===== config.mk =====
export PLATFORM = sky130hd
export DESIGN_NAME = idea_block_cipher
export DESIGN_NICKNAME = d
export VERILOG_FILES = /design/src/rtl/core/idea_pkg.sv /design/src/rtl/core/idea_mulmod.sv /design/src/rtl/core/idea_block_cipher.sv
export VERILOG_INCLUDE_DIRS = /design/src /design/src/rtl/core
export SDC_FILE = /design/constraint.sdc
export NUM_CORES = 2
export LEC_CHECK = 0
export BUFFER_PORTS_ARGS = -buffer_cell sky130_fd_sc_hd__clkbuf_2
export CORE_UTILIZATION = 45
export DETAILED_ROUTE_END_ITERATION = 10
export PLACE_DENSITY_LB_ADDON = 0.1
export SETUP_SLACK_MARGIN = 0.1
export SKIP_CTS_REPAIR_TIMING = 1
export SLEW_MARGIN = 40
export SYNTH_ARGS = -nofsm -noshare
export SYNTH_HDL_FRONTEND = slang
export SYNTH_SLANG_ARGS = --single-unit

===== constraint.sdc =====
create_clock -name clock -period 9.95 [get_ports clock]
set_input_delay 0.995 -clock clock [delete_from_list [all_inputs] [get_ports clock]]
set_output_delay 0.995 -clock clock [all_outputs]
set_load 0.05 [all_outputs]

===== src/rtl/core/idea_block_cipher_macros.svh =====
// assertion macros for the idea block cipher core
// included by files that carry concurrent checks, no other dependencies
`ifndef IDEA_BLOCK_CIPHER_MACROS_SVH
`define IDEA_BLOCK_CIPHER_MACROS_SVH

`ifndef SYNTHESIS
`define IDEA_ASSERT_IMPL(label, clk, rst, ante, cons) \
   label: assert property (@(posedge clk) disable iff (rst) (ante) |-> (cons)) \
      else $error("idea check failed");
`define IDEA_ASSERT_NEXT(label, clk, rst, ante, cons) \
   label: assert property (@(posedge clk) disable iff (rst) (ante) |=> (cons)) \
      else $error("idea check failed");
`else
`define IDEA_ASSERT_IMPL(label, clk, rst, ante, cons)
`define IDEA_ASSERT_NEXT(label, clk, rst, ante, cons)
`endif

`endif


===== src/rtl/core/idea_pkg.sv =====
// shared types, constants and address functions for the idea block cipher
// no dependencies
`default_nettype none
package idea_pkg;

   localparam int ROUNDS    = 8;
   localparam int SUBKEYS   = 6 * ROUNDS + 4;
   localparam int WORD_W    = 16;
   localparam int BLOCK_W   = 4 * WORD_W;
   localparam int KEY_W     = 8 * WORD_W;
   localparam int KEY_AW    = $clog2(SUBKEYS);
   localparam int MEM_AW    = KEY_AW + 1;
   localparam int MEM_DEPTH = 2 ** MEM_AW;
   localparam int RND_W     = $clog2(ROUNDS + 1);
   localparam int MOD_MUL   = 65537;
   localparam int KEY_ROT   = 25;
   localparam int INV_MULS  = 2 * (WORD_W - 1);
   localparam int INV_W     = $clog2(INV_MULS + 1);

   typedef enum logic [1:0] {
      CSR_KEY_UPPER = 2'd0,
      CSR_KEY_LOWER = 2'd1,
      CSR_DECRYPT   = 2'd2
   } csr_index_type;

   typedef enum logic [2:0] {
      PH_IDLE,
      PH_EXPAND,
      PH_DEC_RD,
      PH_DEC_OP,
      PH_DEC_INV,
      PH_ROUND
   } phase_type;

   typedef enum logic [3:0] {
      ST_K0,
      ST_MUL1,
      ST_MUL4,
      ST_ADD2,
      ST_ADD3,
      ST_MA,
      ST_T0,
      ST_MB,
      ST_MIX
   } step_type;

   typedef enum logic [1:0] {
      DOP_INV,
      DOP_NEG,
      DOP_COPY
   } dop_type;

   function automatic logic [MEM_AW-1:0] key_addr(input logic region,
                                                  input logic [RND_W-1:0] rnd,
                                                  input logic [2:0] off);
      logic [KEY_AW-1:0] a;
      a = KEY_AW'(rnd) * KEY_AW'(6) + KEY_AW'(off);
      return {region, a};
   endfunction

   function automatic logic [KEY_AW-1:0] dec_src(input logic [RND_W-1:0] i,
                                                 input logic [2:0] m);
      logic [KEY_AW-1:0] s;
      logic              edge_rnd;
      s = (KEY_AW'(ROUNDS) - KEY_AW'(i)) * KEY_AW'(6);
      edge_rnd = (i == '0) || (i == RND_W'(ROUNDS));
      case (m)
         3'd0:    return s;
         3'd1:    return s + (edge_rnd ? KEY_AW'(1) : KEY_AW'(2));
         3'd2:    return s + (edge_rnd ? KEY_AW'(2) : KEY_AW'(1));
         3'd3:    return s + KEY_AW'(3);
         3'd4:    return s - KEY_AW'(2);
         default: return s - KEY_AW'(1);
      endcase
   endfunction

   function automatic dop_type dec_op(input logic [2:0] m);
      case (m)
         3'd0, 3'd3: return DOP_INV;
         3'd1, 3'd2: return DOP_NEG;
         default:    return DOP_COPY;
      endcase
   endfunction

endpackage
`default_nettype wire


===== src/rtl/core/idea_mulmod.sv =====
// shared multiplier modulo 65537, word 0 standing for 65536
// product registered, reduction on the register output; uses idea_pkg
`default_nettype none
module idea_mulmod (
   input  wire logic                        clock,
   input  wire logic [idea_pkg::WORD_W-1:0] a_i,
   input  wire logic [idea_pkg::WORD_W-1:0] b_i,
   output logic      [idea_pkg::WORD_W-1:0] res_o
);

   localparam int EW = idea_pkg::WORD_W + 1;
   localparam int PW = 2 * idea_pkg::WORD_W + 1;

   logic [EW-1:0]               ea;
   logic [EW-1:0]               eb;
   logic [PW-1:0]               product_ff;
   logic [PW-1:0]               product_in;
   logic [EW-1:0]               hi;
   logic [idea_pkg::WORD_W-1:0] lo;

   assign ea = (a_i == '0) ? EW'(2 ** idea_pkg::WORD_W) : {1'b0, a_i};
   assign eb = (b_i == '0) ? EW'(2 ** idea_pkg::WORD_W) : {1'b0, b_i};
   assign product_in = PW'({{EW{1'b0}}, ea} * {{EW{1'b0}}, eb});

   always_ff @(posedge clock) begin
      product_ff <= product_in;
   end

   assign hi = product_ff[PW-1:idea_pkg::WORD_W];
   assign lo = product_ff[idea_pkg::WORD_W-1:0];

   always_comb begin
      if ({1'b0, lo} >= hi) begin
         res_o = lo - hi[idea_pkg::WORD_W-1:0];
      end else begin
         res_o = idea_pkg::WORD_W'((EW+1)'({2'b00, lo}) + (EW+1)'(idea_pkg::MOD_MUL)
                                   - (EW+1)'({1'b0, hi}));
      end
   end

endmodule
`default_nettype wire


===== src/rtl/core/idea_block_cipher.sv =====
// idea block cipher top level: sequencer, subkey memory and round datapath
// uses idea_pkg, idea_mulmod and idea_block_cipher_macros.svh
//
// channel | direction | handshake            | payload
// req     | in        | req_valid/req_stall  | req_block_in[63:0]
// rsp     | out       | rsp_valid/rsp_stall  | rsp_block_out[63:0]
// csr     | in        | csr_valid/csr_ready  | csr_index[1:0], csr_wdata[63:0]
//
// a block runs a key fetch, then the steps of each round on the shared mod-65537
// multiplier, then the output transform, and goes back to idle
// after reset or a key or mode write the next block first runs subkey expansion
// of all 52 subkeys, followed by subkey inversion in decrypt mode
// req_stall is high while a block is at work or csr_valid is high; a finished result
// waits in the output register, and the next one holds until it has left
`default_nettype none
`include "idea_block_cipher_macros.svh"
module idea_block_cipher (
   input  wire logic                         clock,
   input  wire logic                         reset,
   input  wire logic                         req_valid,
   output logic                              req_stall,
   input  wire logic [idea_pkg::BLOCK_W-1:0] req_block_in,
   output logic                              rsp_valid,
   input  wire logic                         rsp_stall,
   output logic      [idea_pkg::BLOCK_W-1:0] rsp_block_out,
   input  wire logic                         csr_valid,
   output logic                              csr_ready,
   input  wire logic [1:0]                   csr_index,
   input  wire logic [idea_pkg::BLOCK_W-1:0] csr_wdata
);

   localparam int W = idea_pkg::WORD_W;

   idea_pkg::phase_type            phase_ff, phase_in;
   idea_pkg::step_type             step_ff, step_in;
   logic [idea_pkg::RND_W-1:0]     round_ff, round_in;
   logic [W-1:0]                   x1_ff, x1_in, x2_ff, x2_in;
   logic [W-1:0]                   x3_ff, x3_in, x4_ff, x4_in;
   logic [W-1:0]                   t0_ff, t0_in;
   logic [W-1:0]                   base_ff, base_in;
   logic [idea_pkg::INV_W-1:0]     inv_cnt_ff, inv_cnt_in;
   logic [idea_pkg::KEY_AW-1:0]    cnt_ff, cnt_in;
   logic [idea_pkg::RND_W-1:0]     dec_i_ff, dec_i_in;
   logic [2:0]                     dec_m_ff, dec_m_in;
   logic [idea_pkg::KEY_W-1:0]     rot_ff, rot_in;
   logic [idea_pkg::BLOCK_W-1:0]   key_upper_ff, key_upper_in;
   logic [idea_pkg::BLOCK_W-1:0]   key_lower_ff, key_lower_in;
   logic                           decrypt_ff, decrypt_in;
   logic                           sched_valid_ff, sched_valid_in;
   logic                           rsp_valid_ff, rsp_valid_in;
   logic [idea_pkg::BLOCK_W-1:0]   rsp_block_ff, rsp_block_in;

   logic [W-1:0]                   mem [idea_pkg::MEM_DEPTH];
   logic [W-1:0]                   rd_ff;
   logic [idea_pkg::MEM_AW-1:0]    raddr;
   logic [idea_pkg::MEM_AW-1:0]    waddr;
   logic [W-1:0]                   wdata;
   logic                           we;

   logic [W-1:0]                   mul_a, mul_b, mul_res;
   logic [W-1:0]                   t1, t0n;
   logic                           req_acc, csr_acc, out_free, fin, exp_last;
   logic                           dec_last_m, dec_final, dec_done;
   idea_pkg::dop_type              dop;

   idea_mulmod u_mul (
      .clock (clock),
      .a_i   (mul_a),
      .b_i   (mul_b),
      .res_o (mul_res)
   );

   assign req_stall     = (phase_ff != idea_pkg::PH_IDLE) || csr_valid;
   assign csr_ready     = (phase_ff == idea_pkg::PH_IDLE);
   assign rsp_valid     = rsp_valid_ff;
   assign rsp_block_out = rsp_block_ff;

   assign req_acc    = req_valid && !req_stall;
   assign csr_acc    = csr_valid && csr_ready;
   assign out_free   = !rsp_valid_ff || !rsp_stall;
   assign fin        = (phase_ff == idea_pkg::PH_ROUND) && (step_ff == idea_pkg::ST_ADD3)
                       && (round_ff == idea_pkg::RND_W'(idea_pkg::ROUNDS));
   assign exp_last   = (cnt_ff == idea_pkg::KEY_AW'(idea_pkg::SUBKEYS - 1));
   assign dop        = idea_pkg::dec_op(dec_m_ff);
   assign dec_last_m = (dec_i_ff == idea_pkg::RND_W'(idea_pkg::ROUNDS)) ?
                       (dec_m_ff == 3'd3) : (dec_m_ff == 3'd5);
   assign dec_final  = dec_last_m && (dec_i_ff == idea_pkg::RND_W'(idea_pkg::ROUNDS));
   assign dec_done   = ((phase_ff == idea_pkg::PH_DEC_OP) && (dop != idea_pkg::DOP_INV))
                       || ((phase_ff == idea_pkg::PH_DEC_INV)
                           && (inv_cnt_ff == idea_pkg::INV_W'(idea_pkg::INV_MULS)));
   assign t1         = mul_res;
   assign t0n        = t0_ff + t1;

   // next state
   always_comb begin
      phase_in = phase_ff;
      step_in  = step_ff;
      unique case (phase_ff)
         idea_pkg::PH_IDLE: begin
            if (req_acc) begin
               phase_in = sched_valid_ff ? idea_pkg::PH_ROUND : idea_pkg::PH_EXPAND;
               step_in  = idea_pkg::ST_K0;
            end
         end
         idea_pkg::PH_EXPAND: begin
            if (exp_last) begin
               phase_in = decrypt_ff ? idea_pkg::PH_DEC_RD : idea_pkg::PH_ROUND;
            end
         end
         idea_pkg::PH_DEC_RD: begin
            phase_in = idea_pkg::PH_DEC_OP;
         end
         idea_pkg::PH_DEC_OP, idea_pkg::PH_DEC_INV: begin
            if (phase_ff == idea_pkg::PH_DEC_OP && dop == idea_pkg::DOP_INV) begin
               phase_in = idea_pkg::PH_DEC_INV;
            end else if (dec_done) begin
               phase_in = dec_final ? idea_pkg::PH_ROUND : idea_pkg::PH_DEC_RD;
            end
         end
         idea_pkg::PH_ROUND: begin
            unique case (step_ff)
               idea_pkg::ST_K0:   step_in = idea_pkg::ST_MUL1;
               idea_pkg::ST_MUL1: step_in = idea_pkg::ST_MUL4;
               idea_pkg::ST_MUL4: step_in = idea_pkg::ST_ADD2;
               idea_pkg::ST_ADD2: step_in = idea_pkg::ST_ADD3;
               idea_pkg::ST_ADD3: begin
                  if (!fin) begin
                     step_in = idea_pkg::ST_MA;
                  end else if (out_free) begin
                     phase_in = idea_pkg::PH_IDLE;
                  end
               end
               idea_pkg::ST_MA:   step_in = idea_pkg::ST_T0;
               idea_pkg::ST_T0:   step_in = idea_pkg::ST_MB;
               idea_pkg::ST_MB:   step_in = idea_pkg::ST_MIX;
               idea_pkg::ST_MIX:  step_in = idea_pkg::ST_MUL1;
               default:           step_in = idea_pkg::ST_K0;
            endcase
         end
         default: phase_in = idea_pkg::PH_IDLE;
      endcase
   end

   // datapath and memory control
   always_comb begin
      round_in       = round_ff;
      x1_in          = x1_ff;
      x2_in          = x2_ff;
      x3_in          = x3_ff;
      x4_in          = x4_ff;
      t0_in          = t0_ff;
      base_in        = base_ff;
      inv_cnt_in     = inv_cnt_ff;
      cnt_in         = cnt_ff;
      dec_i_in       = dec_i_ff;
      dec_m_in       = dec_m_ff;
      rot_in         = rot_ff;
      key_upper_in   = key_upper_ff;
      key_lower_in   = key_lower_ff;
      decrypt_in     = decrypt_ff;
      sched_valid_in = sched_valid_ff;
      rsp_valid_in   = rsp_valid_ff;
      rsp_block_in   = rsp_block_ff;
      raddr          = idea_pkg::key_addr(decrypt_ff, round_ff, 3'd0);
      waddr          = idea_pkg::key_addr(1'b1, dec_i_ff, dec_m_ff);
      wdata          = rd_ff;
      we             = 1'b0;
      mul_a          = x1_ff;
      mul_b          = rd_ff;

      if (rsp_valid_ff && !rsp_stall) begin
         rsp_valid_in = 1'b0;
      end

      if (csr_acc) begin
         unique case (idea_pkg::csr_index_type'(csr_index))
            idea_pkg::CSR_KEY_UPPER: begin
               key_upper_in   = csr_wdata;
               sched_valid_in = 1'b0;
            end
            idea_pkg::CSR_KEY_LOWER: begin
               key_lower_in   = csr_wdata;
               sched_valid_in = 1'b0;
            end
            idea_pkg::CSR_DECRYPT: begin
               decrypt_in     = csr_wdata[0];
               sched_valid_in = 1'b0;
            end
            default: ;
         endcase
      end

      unique case (phase_ff)
         idea_pkg::PH_IDLE: begin
            if (req_acc) begin
               x1_in    = req_block_in[4*W-1:3*W];
               x2_in    = req_block_in[3*W-1:2*W];
               x3_in    = req_block_in[2*W-1:W];
               x4_in    = req_block_in[W-1:0];
               round_in = '0;
               cnt_in   = '0;
               dec_i_in = '0;
               dec_m_in = '0;
               rot_in   = {key_upper_ff, key_lower_ff};
            end
         end
         idea_pkg::PH_EXPAND: begin
            we     = 1'b1;
            waddr  = {1'b0, cnt_ff};
            wdata  = rot_ff[idea_pkg::KEY_W-1 -: W];
            cnt_in = cnt_ff + 1'b1;
            if (cnt_ff[2:0] == 3'd7) begin
               rot_in = {rot_ff[idea_pkg::KEY_W-1-(W+idea_pkg::KEY_ROT):0],
                         rot_ff[idea_pkg::KEY_W-1 -: (W+idea_pkg::KEY_ROT)]};
            end else begin
               rot_in = {rot_ff[idea_pkg::KEY_W-1-W:0], rot_ff[idea_pkg::KEY_W-1 -: W]};
            end
            if (exp_last && !decrypt_ff) begin
               sched_valid_in = 1'b1;
            end
         end
         idea_pkg::PH_DEC_RD: begin
            raddr = {1'b0, idea_pkg::dec_src(dec_i_ff, dec_m_ff)};
         end
         idea_pkg::PH_DEC_OP, idea_pkg::PH_DEC_INV: begin
            if (phase_ff == idea_pkg::PH_DEC_OP) begin
               base_in    = rd_ff;
               mul_a      = rd_ff;
               mul_b      = rd_ff;
               inv_cnt_in = idea_pkg::INV_W'(1);
               if (dop == idea_pkg::DOP_NEG) begin
                  wdata = W'(0) - rd_ff;
               end
            end else begin
               wdata      = mul_res;
               mul_a      = mul_res;
               mul_b      = inv_cnt_ff[0] ? base_ff : mul_res;
               inv_cnt_in = inv_cnt_ff + 1'b1;
            end
            if (dec_done) begin
               we = 1'b1;
               if (dec_last_m) begin
                  dec_m_in = '0;
                  dec_i_in = dec_i_ff + 1'b1;
               end else begin
                  dec_m_in = dec_m_ff + 3'd1;
               end
               if (dec_final) begin
                  sched_valid_in = 1'b1;
               end
            end
         end
         idea_pkg::PH_ROUND: begin
            case (step_ff)
               idea_pkg::ST_K0: begin
                  raddr = idea_pkg::key_addr(decrypt_ff, round_ff, 3'd0);
               end
               idea_pkg::ST_MUL1: begin
                  mul_a = x1_ff;
                  raddr = idea_pkg::key_addr(decrypt_ff, round_ff, 3'd3);
               end
               idea_pkg::ST_MUL4: begin
                  x1_in = mul_res;
                  mul_a = x4_ff;
                  raddr = idea_pkg::key_addr(decrypt_ff, round_ff, 3'd1);
               end
               idea_pkg::ST_ADD2: begin
                  x4_in = mul_res;
                  x2_in = x2_ff + rd_ff;
                  raddr = idea_pkg::key_addr(decrypt_ff, round_ff, 3'd2);
               end
               idea_pkg::ST_ADD3: begin
                  if (!fin) begin
                     x3_in = x3_ff + rd_ff;
                     raddr = idea_pkg::key_addr(decrypt_ff, round_ff, 3'd4);
                  end else begin
                     raddr = idea_pkg::key_addr(decrypt_ff, round_ff, 3'd2);
                     if (out_free) begin
                        rsp_valid_in = 1'b1;
                        rsp_block_in = {x1_ff, x2_ff, x3_ff + rd_ff, x4_ff};
                     end
                  end
               end
               idea_pkg::ST_MA: begin
                  mul_a = x1_ff ^ x3_ff;
                  raddr = idea_pkg::key_addr(decrypt_ff, round_ff, 3'd5);
               end
               idea_pkg::ST_T0: begin
                  t0_in = mul_res;
                  raddr = idea_pkg::key_addr(decrypt_ff, round_ff, 3'd5);
               end
               idea_pkg::ST_MB: begin
                  mul_a = (x2_ff ^ x4_ff) + t0_ff;
               end
               idea_pkg::ST_MIX: begin
                  x1_in    = x1_ff ^ t1;
                  x4_in    = x4_ff ^ t0n;
                  round_in = round_ff + 1'b1;
                  raddr    = idea_pkg::key_addr(decrypt_ff, round_ff + 1'b1, 3'd0);
                  if (round_ff < idea_pkg::RND_W'(idea_pkg::ROUNDS - 1)) begin
                     x2_in = x3_ff ^ t1;
                     x3_in = x2_ff ^ t0n;
                  end else begin
                     x2_in = x2_ff ^ t0n;
                     x3_in = x3_ff ^ t1;
                  end
               end
               default: ;
            endcase
         end
         default: ;
      endcase
   end

   always_ff @(posedge clock) begin
      if (we) begin
         mem[waddr] <= wdata;
      end
      rd_ff <= mem[raddr];
   end

   always_ff @(posedge clock) begin
      if (reset) begin
         phase_ff       <= idea_pkg::PH_IDLE;
         step_ff        <= idea_pkg::ST_K0;
         round_ff       <= '0;
         inv_cnt_ff     <= '0;
         cnt_ff         <= '0;
         dec_i_ff       <= '0;
         dec_m_ff       <= '0;
         key_upper_ff   <= '0;
         key_lower_ff   <= '0;
         decrypt_ff     <= 1'b0;
         sched_valid_ff <= 1'b0;
         rsp_valid_ff   <= 1'b0;
      end else begin
         phase_ff       <= phase_in;
         step_ff        <= step_in;
         round_ff       <= round_in;
         inv_cnt_ff     <= inv_cnt_in;
         cnt_ff         <= cnt_in;
         dec_i_ff       <= dec_i_in;
         dec_m_ff       <= dec_m_in;
         key_upper_ff   <= key_upper_in;
         key_lower_ff   <= key_lower_in;
         decrypt_ff     <= decrypt_in;
         sched_valid_ff <= sched_valid_in;
         rsp_valid_ff   <= rsp_valid_in;
      end
   end

   always_ff @(posedge clock) begin
      x1_ff        <= x1_in;
      x2_ff        <= x2_in;
      x3_ff        <= x3_in;
      x4_ff        <= x4_in;
      t0_ff        <= t0_in;
      base_ff      <= base_in;
      rot_ff       <= rot_in;
      rsp_block_ff <= rsp_block_in;
   end

   `IDEA_ASSERT_NEXT(a_finish_loads_rsp, clock, reset, fin && out_free, rsp_valid_ff && (phase_ff == idea_pkg::PH_IDLE))
   `IDEA_ASSERT_IMPL(a_round_needs_sched, clock, reset, phase_ff == idea_pkg::PH_ROUND, sched_valid_ff)
   `IDEA_ASSERT_IMPL(a_round_in_range, clock, reset, 1'b1, round_ff <= idea_pkg::RND_W'(idea_pkg::ROUNDS))

endmodule
`default_nettype wire

==> flow_summary.ini <==
[synth]
netlist_instances = 10311
ys_seq_area_frac = 0.623
synth_compound_area_frac = 0.0986
syn-num-nets = 10929
synth_edf_count = 2336
synth-main-ff-cell = edfxtp_1
yosysWarnings = 0
synth_top_cell_by_area = edfxtp_1
synth_top_family_by_area = simple AND/OR/NAND/NOR gates
muxShareOfSynthArea = 0.0141
synthXorXnorAreaFrac = 0.0159
avgSynthCellArea_um2 = 11.6
synth-seq-cells = 2545
synth_top_area_share = 0.588
synthAdderAreaFrac = 0.0662
ys_types = 95
synthArstFlopShare = 0
synthTopCellsByArea = edfxtp_1 (59%), nand2_1 (8.1%), fa_1 (4.1%), dfxtp_1 (3.5%), nand3_1 (2.5%)
syn-cell-area_um2 = 119000
synth-simple-area-share = 0.148

[critical_path]
critical_path.max_stage_delay_ns = 0.61
cp_common_cell = fa_1
worstReg2RegStart = u_mul.product_ff[18]
reg2reg_slack_ns = 0.40
cp_data_required_time_ns = 10.74
cp_num_buf_inv = 6
r2r_end = u_mul.product_ff[31]
cp.arrival_ns = 10.34
crit_fanout = 6
setup.worst_path.class = reg2reg
start_kind = flip-flop
r2r_cells = 31
crit_slowest_cell = or4b_4
cp-end-kind = flip-flop
path_delay_family = adder cells

[placement]
place_congestion = 0.974
dp.cells = 13775
portBuffers = 201
dp_slack_ns = 0.0744
dpl.hpwl_um = 244000

[min_path]
hold_class = in2reg
min_path_cells = 3
min_to = key_upper_ff[30]
min_from = csr_wdata[30]

[routing]
post-route-drc-count = 0
firstDrtPassIters = 6
wirelength_um = 387000
vias = 83515
drtIter0Drc = 8561
post_drt_wl_per_cell_um = 27.1
post_drt_via_cell_ratio = 5.84
antenna_left = 0

[cts]
cts_inserted_buffers = 291
clkSinkCount = 2545
clockBufferDepth = 4
clk_pin_slew_ns = 0.06
clkLatencyLatePin_ns = 0.87
clk_root_buffer_cell = clkbuf_16
h-tree-depth = 5
cts_tree = done

[timing]
fin_crit_ns = 9.55
setup_viol_count_final = 0
period_share = 0.960
worst_pin_slew_ns = 0.997
setup_tns_ns = 0
max-slew-margin-rel = 0.330
finalClockSkew_ns = 0.0773
maxSlewViolCount = 0
hold_viol = 0
finalWorstSetupSlack_ns = 0.399
fmax_mhz = 105
rsz0062_at_grt = yes

[floorplan]
fp.dieArea_um2 = 267000
fp-row-count = 188
die_w_um = 517
fp.dieH_um = 517
num_io_pins = 202
start_util = 0.454
coreArea_um2 = 263000

[final_layout]
fillers = 23073
layout_commonest_cell = nand2_1
drive_gt1_frac = 0.107
layout.nets = 11172
stdcell_count = 14296
area_growth_syn_to_layout_pct = 13.5
mostFrequentLayoutCells = nand2_1 (2555), edfxtp_1 (2336), nand3_1 (599)

[job]
max-cap-violations = 0

[global_route]
grt_max_degree = 138
grt_use_total = 0.285
overflow = 0
antenna_found_initial = 13
grt_pass1_wl_um = 560000
grt_pass1_vias = 80047

[status]
status = complete, no violations
-- logic make-up after synthesis --
kind of cell / count (synthesis)
simple gates: 4114
flops: 2545
compound gates: 1724
buf+inv: 1065
fa+ha+maj: 483
xor+xnor: 214
mux: 166
-- registers in the layout, summed over array words and instances (netlist names), 4 cells and up --
register,flops
base_ff,16
cnt_ff,6
dec_i_ff,4
inv_cnt_ff,5
key_lower_ff,64
key_upper_ff,64
mem,2048
rd_ff,16
rot_ff,128
round_ff,4
rsp_block_out,64
step_ff,4
t0_ff,16
u_mul.product_ff,33
x1_ff,16
x2_ff,16
x3_ff,16
x4_ff,16
-- worst register-to-register path: cells and delay by family (launching register included) --
family / cells / cell delay (ns)
adder cells (fa/ha/maj): 9 / 4.07
AND/OR/NAND/NOR: 7 / 2.41
AO/OA/AOI/OAI: 8 / 2.10
buffers and inverters: 6 / 0.48
flip-flops: 1 / 0.30
XOR/XNOR: 1 / 0.14
-- cell type report --
type	count	area, um2	share of cell area
antenna	7	17.5	0.000129
clock buffer	367	7860	0.0580
clock inverter	146	1310	0.00963
inverter	413	1550	0.0114
multi-input combinational	6701	41600	0.307
sequential	2545	74300	0.549
tap	3515	4400	0.0325
timing repair buffer	602	4420	0.0326
-- how the worst max path moves through the flow --
| stage | end | slack (ns) | start | cells after the start |
|---|---|---|---|---|
| 2_1_floorplan | u_mul.product_ff[31] | 0.58 | u_mul.product_ff[19] | 31 |
| 3_3_place_gp | u_mul.product_ff[32] | 0.11 | u_mul.product_ff[27] | 34 |
| 3_5_place_dp | u_mul.product_ff[32] | 0.07 | u_mul.product_ff[27] | 34 |
| 4_1_cts | u_mul.product_ff[32] | 0.05 | u_mul.product_ff[27] | 34 |
| 5_1_grt | u_mul.product_ff[31] | 0.07 | u_mul.product_ff[20] | 31 |
| 6_report | u_mul.product_ff[31] | 0.40 | u_mul.product_ff[18] | 31 |
-- per-layer routing --
metal,GRT usage,vias up,part of all wire,routed length (um)
li1,-,37635,-,-
met1,0.400,42074,0.43,166000
met2,0.452,3184,0.46,180000
met3,0.0396,614,0.068,26300
met4,0.103,8,0.038,14600
met5,0,-,0.00015,57
-- through the flow --
stage               utilization  hold slack, ns  instance area, um2
finish                    0.515           0.378              135000
global route              0.515           0.377              135000
CTS                       0.515           0.325              135000
detailed placement        0.480           0.437              126000
global placement          0.478           0.435              126000
floorplan                     -           0.406              119000
-- cell usage after synthesis (all sizes together) (40+ instances only) --
master  instances
o21ai         327
nand3         600
a311oi        324
ha            236
and2          229
nor2          360
inv           411
and3          108
xor2           96
fa            247
nor3           75
xnor2         116
a21o           40
dfxtp         209
a211oi        221
nand2        2564
edfxtp       2336
buf           152
o22ai          49
a31oi         178
mux2i         161
clkbuf        500
a21oi         338
Power is left out: the tool's default activity adds up to more than one toggle a clock period on the data nets, which glitch-free logic cannot reach.
